## src/hdl/assert_macros.svh

```systemverilog
// Assertion macros shared by the socket table RTL.
// Depends on clk_i and rst_ni in the including module.
`ifndef ASSERT_MACROS_SVH
`define ASSERT_MACROS_SVH

// check a property on every clock edge outside reset
`define SDT_ASSERT(lbl, prop, msg) \
  lbl: assert property (@(posedge clk_i) disable iff (!rst_ni) (prop)) else $error(msg);

// check an implication on every clock edge outside reset
`define SDT_ASSERT_IMP(lbl, ante, cons, msg) \
  lbl: assert property (@(posedge clk_i) disable iff (!rst_ni) (ante) |-> (cons)) else $error(msg);

`endif

```

## src/hdl/sdt_pkg.sv

```systemverilog
// Types and constants of the socket lookup table.
// No dependencies.
package sdt_pkg;

  localparam logic [2:0] OP_OPEN        = 3'd0;
  localparam logic [2:0] OP_CLOSE       = 3'd1;
  localparam logic [2:0] OP_BIND        = 3'd2;
  localparam logic [2:0] OP_CONNECT     = 3'd3;
  localparam logic [2:0] OP_LOOKUP_FULL = 3'd4;
  localparam logic [2:0] OP_LOOKUP_LOC  = 3'd5;
  localparam logic [2:0] OP_SPARE_LO    = 3'd6;
  localparam logic [2:0] OP_SPARE_HI    = 3'd7;

  localparam logic [2:0] STAT_OK        = 3'd0;
  localparam logic [2:0] STAT_NOIF      = 3'd1;
  localparam logic [2:0] STAT_EXHAUSTED = 3'd2;
  localparam logic [2:0] STAT_INUSE     = 3'd3;
  localparam logic [2:0] STAT_BADDST    = 3'd4;
  localparam logic [2:0] STAT_NOTFOUND  = 3'd5;

  localparam logic [1:0] CFG_INVALID_IP = 2'd0;
  localparam logic [1:0] CFG_EPH_START  = 2'd1;
  localparam logic [1:0] CFG_SPARE_LO   = 2'd2;
  localparam logic [1:0] CFG_SPARE_HI   = 2'd3;

  localparam logic [15:0] PORT_LOW_DEFAULT = 16'd49152;
  localparam logic [15:0] PORT_TOP         = 16'd65535;
  localparam logic [15:0] PORT_FLOOR       = 16'd1024;

  typedef struct packed {
    logic [2:0]  opcode;
    logic [3:0]  slot;
    logic        sock_kind;
    logic [31:0] own_ip;
    logic [15:0] own_port;
    logic [31:0] peer_ip;
    logic [15:0] peer_port;
    logic        iface_found;
    logic [15:0] scan_from;
  } sdt_in_t;

  typedef struct packed {
    logic [2:0]  status;
    logic        found;
    logic [3:0]  match_slot;
    logic [15:0] bound_port;
  } sdt_out_t;

  typedef struct packed {
    logic        bound;
    logic        connected;
    logic        kind;
    logic        has_iface;
    logic [31:0] lip;
    logic [15:0] lport;
    logic [31:0] rip;
    logic [15:0] rport;
  } sdt_entry_t;

  typedef struct packed {
    logic        kind;
    logic [31:0] lip;
    logic [15:0] lport;
    logic [31:0] rip;
    logic [15:0] rport;
    logic        full;
  } sdt_query_t;

  typedef struct packed {
    logic start_scan;
    logic finish;
    logic rescan;
    logic next_entry;
  } sdt_ctl_t;

  typedef enum logic [1:0] {
    ST_IDLE,
    ST_READ,
    ST_CMP,
    ST_FIN
  } sdt_state_e;

  typedef enum logic [1:0] {
    JOB_LOOKUP,
    JOB_AUTO,
    JOB_FIXED
  } sdt_job_e;

endpackage

```

## src/hdl/sdt_match.sv

```systemverilog
// Compare unit: matches one table entry against a query.
// Depends on sdt_pkg.
module sdt_match import sdt_pkg::*; (
  input  sdt_entry_t entry_i,
  input  sdt_query_t query_i,
  output logic       hit_o
);

  logic local_hit;
  logic remote_ok;

  assign local_hit = entry_i.bound && (entry_i.kind == query_i.kind) &&
                     (entry_i.lport == query_i.lport) &&
                     (!entry_i.has_iface || (query_i.lip == 32'd0) ||
                      (entry_i.lip == query_i.lip));

  assign remote_ok = entry_i.connected ?
                     ((entry_i.rip == query_i.rip) && (entry_i.rport == query_i.rport)) :
                     ((query_i.rip == 32'd0) && (query_i.rport == 16'd0));

  assign hit_o = local_hit && (!query_i.full || remote_ok);

endmodule

```

## src/hdl/socket_demux_table_unit.sv

```systemverilog
// Socket lookup table with automatic port allocation, top level.
// Depends on sdt_pkg, sdt_match and assert_macros.svh.
//
// Input channel in_valid_i/in_ready_o carries one opcode item; output
// channel out_valid_o/out_ready_i returns exactly one result item for it.
// Configuration writes (cfg_we_i, cfg_idx_i, cfg_wdata_i) take effect at
// once: index 0 invalid address, index 1 low end of the automatic port range.
// Open, close, connect, unused opcodes and items rejected before any table
// walk go from acceptance straight to the finish state, from which their
// result is loaded into the result register. Lookups and binds walk the
// table entry by entry (memory read, then compare in the shared match unit).
// An automatic bind walks the table once per port tried.
// One item is in work at a time; in_ready_o is high only while idle.
// The result register holds the finished item while the receiver stalls, and
// a new item may be accepted meanwhile; its result waits for the register.
// Reset clears all entry flags, so every slot reads unbound and unconnected,
// and sets the registers to all ones and 49152.
module socket_demux_table_unit import sdt_pkg::*; #(
  parameter int ENTRIES = 16
) (
  input  logic        clk_i,
  input  logic        rst_ni,
  input  logic        in_valid_i,
  output logic        in_ready_o,
  input  sdt_in_t     in_i,
  output logic        out_valid_o,
  input  logic        out_ready_i,
  output sdt_out_t    out_o,
  input  logic        cfg_we_i,
  input  logic [1:0]  cfg_idx_i,
  input  logic [31:0] cfg_wdata_i
);

`include "assert_macros.svh"

  localparam int IW = (ENTRIES > 1) ? $clog2(ENTRIES) : 1;
  localparam logic [IW-1:0] LAST_IX = IW'(ENTRIES - 1);

  sdt_state_e state_q, state_d;
  sdt_job_e   job_q, job_d;
  sdt_ctl_t   ctl;
  sdt_in_t    item_q, item_d;
  sdt_out_t   res_q, res_d, out_q;
  logic       out_valid_q;

  logic [IW-1:0] idx_q, idx_d;
  logic [15:0]   port_q, port_d, first_q, first_d, lo_q, lo_d;
  logic          skind_q, skind_d;
  logic [31:0]   invalid_ip_q;
  logic [15:0]   eph_q;

  logic [ENTRIES-1:0] bound_q, conn_q, kind_q, iface_q;
  logic [47:0] loc_mem [ENTRIES];
  logic [47:0] rem_mem [ENTRIES];
  logic [47:0] rd_loc_q, rd_rem_q;

  logic          clr_we, conn_we, bind_we;
  logic [IW-1:0] wr_ix;
  logic [15:0]   bind_port;
  logic          accept, in_range, hit, last, out_load;
  logic [15:0]   lo_c, next_port;
  logic [IW-1:0] in_ix, item_ix;
  sdt_entry_t    entry;
  sdt_query_t    query;

  assign accept   = in_valid_i && in_ready_o;
  assign in_ready_o = (state_q == ST_IDLE);
  assign in_ix    = IW'(in_i.slot);
  assign item_ix  = IW'(item_q.slot);
  assign in_range = (9'(in_i.slot) < 9'(ENTRIES));
  assign lo_c     = (eph_q < PORT_FLOOR) ? PORT_FLOOR : eph_q;
  assign last     = (idx_q == LAST_IX);
  assign next_port = (port_q == PORT_TOP) ? lo_q : port_q + 16'd1;
  assign out_load = (state_q == ST_FIN) && (!out_valid_q || out_ready_i);

  assign entry = '{bound: bound_q[idx_q], connected: conn_q[idx_q],
                   kind: kind_q[idx_q], has_iface: iface_q[idx_q],
                   lip: rd_loc_q[47:16], lport: rd_loc_q[15:0],
                   rip: rd_rem_q[47:16], rport: rd_rem_q[15:0]};
  assign query = '{kind: skind_q, lip: item_q.own_ip, lport: port_q,
                   rip: item_q.peer_ip, rport: item_q.peer_port,
                   full: (item_q.opcode == OP_LOOKUP_FULL)};

  sdt_match u_match (
    .entry_i (entry),
    .query_i (query),
    .hit_o   (hit)
  );

  always_comb begin
    item_d  = item_q;
    job_d   = job_q;
    idx_d   = idx_q;
    port_d  = port_q;
    first_d = first_q;
    lo_d    = lo_q;
    skind_d = skind_q;
    res_d   = res_q;
    ctl     = '0;
    clr_we  = 1'b0;
    conn_we = 1'b0;
    bind_we = 1'b0;
    wr_ix   = item_ix;
    bind_port = port_q;
    if (accept) begin
      item_d = in_i;
      wr_ix  = in_ix;
      lo_d   = lo_c;
      res_d  = '{status: STAT_OK, found: 1'b0, match_slot: in_i.slot, bound_port: 16'd0};
      idx_d  = '0;
      if (in_i.opcode <= OP_CONNECT && !in_range) begin
        res_d.status = STAT_NOTFOUND;
        ctl.finish = 1'b1;
      end else begin
        unique case (in_i.opcode)
          OP_OPEN, OP_CLOSE: begin
            clr_we = 1'b1;
            ctl.finish = 1'b1;
          end
          OP_CONNECT: begin
            if (in_i.peer_port == 16'd0 || in_i.peer_ip == invalid_ip_q) begin
              res_d.status = STAT_BADDST;
            end else begin
              conn_we = 1'b1;
            end
            ctl.finish = 1'b1;
          end
          OP_BIND: begin
            skind_d = kind_q[in_ix];
            if (in_i.own_ip != 32'd0 && !in_i.iface_found) begin
              res_d.status = STAT_NOIF;
              ctl.finish = 1'b1;
            end else if (in_i.own_port == 16'd0) begin
              first_d = (in_i.scan_from < lo_c) ? lo_c : in_i.scan_from;
              port_d  = first_d;
              job_d   = JOB_AUTO;
              ctl.start_scan = 1'b1;
            end else begin
              port_d = in_i.own_port;
              job_d  = JOB_FIXED;
              ctl.start_scan = 1'b1;
            end
          end
          OP_LOOKUP_FULL, OP_LOOKUP_LOC: begin
            skind_d = in_i.sock_kind;
            port_d  = in_i.own_port;
            job_d   = JOB_LOOKUP;
            ctl.start_scan = 1'b1;
          end
          default: begin
            ctl.finish = 1'b1;
          end
        endcase
      end
    end else if (state_q == ST_CMP) begin
      unique case (job_q)
        JOB_LOOKUP: begin
          if (hit) begin
            res_d.status = STAT_OK;
            res_d.found = 1'b1;
            res_d.match_slot = 4'(idx_q);
            ctl.finish = 1'b1;
          end else if (last) begin
            res_d.status = STAT_NOTFOUND;
            res_d.match_slot = 4'd0;
            ctl.finish = 1'b1;
          end else begin
            ctl.next_entry = 1'b1;
          end
        end
        JOB_AUTO: begin
          if (hit) begin
            if (next_port == first_q) begin
              res_d.status = STAT_EXHAUSTED;
              ctl.finish = 1'b1;
            end else begin
              port_d = next_port;
              idx_d  = '0;
              ctl.rescan = 1'b1;
            end
          end else if (last) begin
            bind_we = 1'b1;
            res_d.bound_port = port_q;
            ctl.finish = 1'b1;
          end else begin
            ctl.next_entry = 1'b1;
          end
        end
        JOB_FIXED: begin
          if (hit && idx_q != item_ix) begin
            res_d.status = STAT_INUSE;
            ctl.finish = 1'b1;
          end else if (hit || last) begin
            bind_we = 1'b1;
            res_d.bound_port = port_q;
            ctl.finish = 1'b1;
          end else begin
            ctl.next_entry = 1'b1;
          end
        end
        default: begin
          ctl.finish = 1'b1;
        end
      endcase
      if (ctl.next_entry) begin
        idx_d = idx_q + IW'(1);
      end
    end
  end

  always_comb begin
    state_d = state_q;
    unique case (state_q)
      ST_IDLE: begin
        if (ctl.start_scan) begin
          state_d = ST_READ;
        end else if (ctl.finish) begin
          state_d = ST_FIN;
        end
      end
      ST_READ: state_d = ST_CMP;
      ST_CMP: begin
        if (ctl.finish) begin
          state_d = ST_FIN;
        end else begin
          state_d = ST_READ;
        end
      end
      ST_FIN: begin
        if (out_load) begin
          state_d = ST_IDLE;
        end
      end
      default: state_d = ST_IDLE;
    endcase
  end

  always_ff @(posedge clk_i or negedge rst_ni) begin
    if (!rst_ni) begin
      state_q      <= ST_IDLE;
      job_q        <= JOB_LOOKUP;
      out_valid_q  <= 1'b0;
      invalid_ip_q <= 32'hFFFF_FFFF;
      eph_q        <= PORT_LOW_DEFAULT;
      bound_q      <= '0;
      conn_q       <= '0;
      kind_q       <= '0;
      iface_q      <= '0;
    end else begin
      state_q <= state_d;
      job_q   <= job_d;
      if (out_load) begin
        out_valid_q <= 1'b1;
      end else if (out_ready_i) begin
        out_valid_q <= 1'b0;
      end
      if (cfg_we_i && cfg_idx_i == CFG_INVALID_IP) begin
        invalid_ip_q <= cfg_wdata_i;
      end
      if (cfg_we_i && cfg_idx_i == CFG_EPH_START) begin
        eph_q <= cfg_wdata_i[15:0];
      end
      if (clr_we) begin
        bound_q[wr_ix] <= 1'b0;
        conn_q[wr_ix]  <= 1'b0;
        iface_q[wr_ix] <= 1'b0;
        kind_q[wr_ix]  <= (in_i.opcode == OP_OPEN) ? in_i.sock_kind : 1'b0;
      end
      if (conn_we) begin
        conn_q[wr_ix] <= 1'b1;
      end
      if (bind_we) begin
        bound_q[wr_ix] <= 1'b1;
        iface_q[wr_ix] <= (item_q.own_ip != 32'd0);
      end
    end
  end

  always_ff @(posedge clk_i) begin
    item_q   <= item_d;
    idx_q    <= idx_d;
    port_q   <= port_d;
    first_q  <= first_d;
    lo_q     <= lo_d;
    skind_q  <= skind_d;
    res_q    <= res_d;
    rd_loc_q <= loc_mem[idx_q];
    rd_rem_q <= rem_mem[idx_q];
    if (out_load) begin
      out_q <= res_q;
    end
    if (bind_we) begin
      loc_mem[wr_ix] <= {item_q.own_ip, bind_port};
    end
    if (conn_we) begin
      rem_mem[wr_ix] <= {in_i.peer_ip, in_i.peer_port};
    end
  end

  assign out_valid_o = out_valid_q;
  assign out_o       = out_q;

  `SDT_ASSERT_IMP(a_found_ok, out_valid_o && out_o.found, out_o.status == STAT_OK, "found not ok")
  `SDT_ASSERT_IMP(a_port_bind, out_valid_o && out_o.bound_port != 16'd0, out_o.status == STAT_OK && !out_o.found, "bad port")
  `SDT_ASSERT(a_cmp_alt, (state_q == ST_CMP) |=> (state_q != ST_CMP), "compare twice in a row")
  `SDT_ASSERT(a_busy, (in_valid_i && in_ready_o) |=> !in_ready_o, "ready right after accept")

endmodule

```

## config.mk

```make
export PLATFORM = sky130hd
export DESIGN_NAME = socket_demux_table_unit
export DESIGN_NICKNAME = d
export VERILOG_FILES = /design/src/hdl/sdt_pkg.sv /design/src/hdl/sdt_match.sv /design/src/hdl/socket_demux_table_unit.sv
export VERILOG_INCLUDE_DIRS = /design/src /design/src/hdl
export SDC_FILE = /design/constraint.sdc
export NUM_CORES = 2
export LEC_CHECK = 0
export BUFFER_PORTS_ARGS = -buffer_cell sky130_fd_sc_hd__buf_2
export CAP_MARGIN = 10
export CORE_MARGIN = 8
export CORE_UTILIZATION = 34
export CTS_BUF_LIST = sky130_fd_sc_hd__clkbuf_8
export CTS_CLUSTER_DIAMETER = 80
export DETAILED_ROUTE_END_ITERATION = 12
export GPL_ROUTABILITY_DRIVEN = 0
export GPL_TIMING_DRIVEN = 0
export SYNTH_ARGS = -nofsm -noshare
export SYNTH_HDL_FRONTEND = slang
export SYNTH_SLANG_ARGS = --single-unit
export TNS_END_PERCENT = 100
```

## constraint.sdc

```tcl
create_clock -name clk_i -period 14.43 [get_ports clk_i]
set_input_delay 3.6075 -clock clk_i [delete_from_list [all_inputs] [get_ports clk_i]]
set_output_delay 3.6075 -clock clk_i [all_outputs]
set_load 0.02 [all_outputs]
```

==> impl_metrics.json <==
{
  "p_per_area_nw_per_um2": 163,
  "cts.sinks": 1937,
  "period_share": 0.519,
  "cp.arrival_ns": 8.21,
  "post-place-ws_ns": 6.03,
  "dr_wl_met2_um": 102000,
  "route.top_layer_used": "met5",
  "timing.final.crit_period_ns": 7.50,
  "r2r-start": "item_q[105]",
  "reg2regPathDepth": 14,
  "die_area_sq_um": 237000,
  "drt-met1-wl_um": 94100,
  "die_w_um": 487,
  "drv_cap": 0,
  "dr_total_vias": 42900,
  "ios": 186,
  "reg2reg_to": "loc_mem[10][33]",
  "ir_drop_uv": 92.8,
  "worst_hold_slack_ns": 0.426,
  "yosys_warnings": 0,
  "crit_path_end_kind": "flip-flop",
  "ys_ff_latch": 1937,
  "final-hold-violation-count": 0,
  "clk_pin_slew_ns": 0.06,
  "antenna_found_initial": 30,
  "min_path_type": "flip-flop to flip-flop",
  "drv_slew": 0,
  "stdcell_count": 7962,
  "cts_tree": "yes",
  "cts.htree.levels": 5,
  "setup_ws_ns": 6.93,
  "final_cell_mix": "edfxtp_1 (1,703), mux2i_1 (407), clkbuf_8 (352)",
  "grt_max_degree": 84,
  "drc": 0,
  "via_per_inst": 5.38,
  "async_reset_ff_frac": 0.0604,
  "syn_area_sq_um": 75500,
  "setup_viol": 0,
  "io_buffers": 185,
  "gr-total-overflow": 0,
  "rsz0062_at_grt": "false",
  "syn_nets": 4332,
  "start_util": 0.341,
  "layout.nets": 4923,
  "totalWireLength_um": 220000,
  "synth_seq_area_share": 0.748,
  "slowest_delay_ns": 0.92,
  "fin_area_sq_um": 87800,
  "worst-slew-pin-transition_ns": 1.30,
  "fin_tns_setup_ns": 0,
  "slew_headroom": 0.134,
  "netlist_instances": 4150,
  "cts_setup_buffers": 0,
  "outcome": "complete, no violations",
  "ctsHoldBuffers": 0,
  "syn_avg_cell_area_sq_um": 18.2,
  "ys.flop_type": "edfxtp_1",
  "final.setup_skew_ns": 0.0798,
  "final_common_cell": "edfxtp_1",
  "synth_edf_count": 1703,
  "cp-start-kind": "input pin",
  "required_ns": 15.14,
  "grt_pass1_vias": 43000,
  "holdPathEnd": "out_o[6]",
  "hold_depth": 0,
  "crit_type": "input pin to flip-flop",
  "n_fill_cell": 20100,
  "path_max_fanout": 22,
  "max_freq_ghz": 0.133,
  "drt_iter0_drc": 4842,
  "p_leak_nw": 29.2,
  "hold_start": "res_q[6]",
  "wl_per_cell_um": 27.6,
  "grt_pass1_wl_um": 312000,
  "root_buffer": "clkbuf_8",
  "wl_met3_um": 18000,
  "rows": 173,
  "placed_area_sq_um": 82000,
  "area_growth_pct": 16.3,
  "clk_latency_ns": 1.04,
  "die_h_um": 487,
  "numCtsBuffers": 322,
  "path_cells": "buf_2, xor2_1, nor4_1, nand4_1, o21ai_0, nand2b_1, clkbuf_1, clkbuf_1, nor2_4, buf_12, buf_12",
  "final_antenna_net_count": 0,
  "coreArea_sq_um": 221000,
  "drt-pass1-iter-count": 6,
  "cts-resized-gates": 0,
  "rrSetupSlack_ns": 8.71,
  "synth_cell_type_count": 70,
  "place_hpwl_um": 147000,
  "grt_usage": 0.180,
  "clk_path_buf_depth": 4,
  "critical-path-slowest-cell": "clkbuf_1",
  "dp_cells": 7388,
  "layout-drive-gt1-share": 0.213
}
[worst max-delay path: cells and delay by family]
family / cells / cell delay [ns]
buffers and inverters: 5 / 2.41
AO/OA/AOI/OAI: 1 / 0.77
XOR/XNOR: 1 / 0.13
AND/OR/NAND/NOR: 4 / 1.21
[metrics by stage]
stage	utilization	total power, mW
floorplan	-	8.73
global placement	0.362	9.96
detailed placement	0.370	10.0
CTS	0.396	14.4
global route	0.396	14.8
finish	0.396	14.3
[worst max-delay path by stage]
stage               slack [ns]       start  cells past startpoint             end
CTS                       7.09    in_i[63]                     11  rem_mem[5][18]
finish                    6.93    in_i[63]                     11  rem_mem[5][18]
detailed placement        6.03    in_i[63]                     11  rem_mem[5][23]
global route              6.88    in_i[63]                     11  rem_mem[5][18]
floorplan                 5.62  in_valid_i                      8    bind_port[0]
global placement          2.55  in_valid_i                      9    bind_port[7]
[registers in the layout, indices dropped and copies added, names as in the netlist]
name and cells:
idx_q 4, kind_q 16, rd_loc_q 48, iface_q 16, rem_mem 768, conn_q 16
eph_q 16, state_q 2, job_q 2, res_q 24, first_q 16, invalid_ip_q 32
lo_q 16, loc_mem 768, item_ix 4, skind_q 1, item_q 83, out_o 24
rd_rem_q 48, bind_port 16, bound_q 16, out_valid_o 1
[synth_stat cells (all sizes together) (59+ instances only)]
cell / number / share of area
edfxtp: 1703 / 0.68
mux2i: 407 / 0.054
mux4: 213 / 0.064
nand2: 211 / 0.010
a221oi: 193 / 0.022
clkbuf: 157 / 0.0078
o21ai: 148 / 0.0098
dfxtp: 117 / 0.031
a22oi: 99 / 0.0098
xnor2: 96 / 0.011
dfrtp: 83 / 0.028
nor2: 72 / 0.0036
mux2: 66 / 0.0098
inv: 63 / 0.0031
buf: 62 / 0.0040
nor4: 59 / 0.0050
[layer usage]
layer  vias to the layer above  track usage
met5                         -            0
met4                         6       0.0510
met3                       421       0.0359
met2                      2049        0.284
met1                     22300        0.253
li1                      18100            -
[logic make-up after synthesis]
kind of cell	after synthesis	share of synthesized area
AND/OR/NAND/NOR	482	0.0304
buffers and inverters	284	0.0151
XOR/XNOR	154	0.0179
adder cells (fa/ha/maj)	22	0.00365
multiplexers	686	0.127
AO/OA/AOI/OAI	585	0.0578
flip-flops	1937	0.748
[power breakdown]
group	switching [mW]	internal [mW]
Combinational	1.93	1.19
Clock	2.16	2.25
Sequential	0.266	6.50
[area by class of cell]
type,count,area [sq um],share of cell area
Clock buffer,352,4840,0.0552
Sequential cell,1937,56500,0.643
Multi-Input combinational cell,1929,18100,0.207
Tap cell,2975,3720,0.0424
Inverter,65,244,0.00278
Clock inverter,209,886,0.0101
Antenna cell,9,22.5,0.000257
Timing Repair Buffer,267,2550,0.0290
Buffer,219,907,0.0103
(Power assumes the default switching activity.)
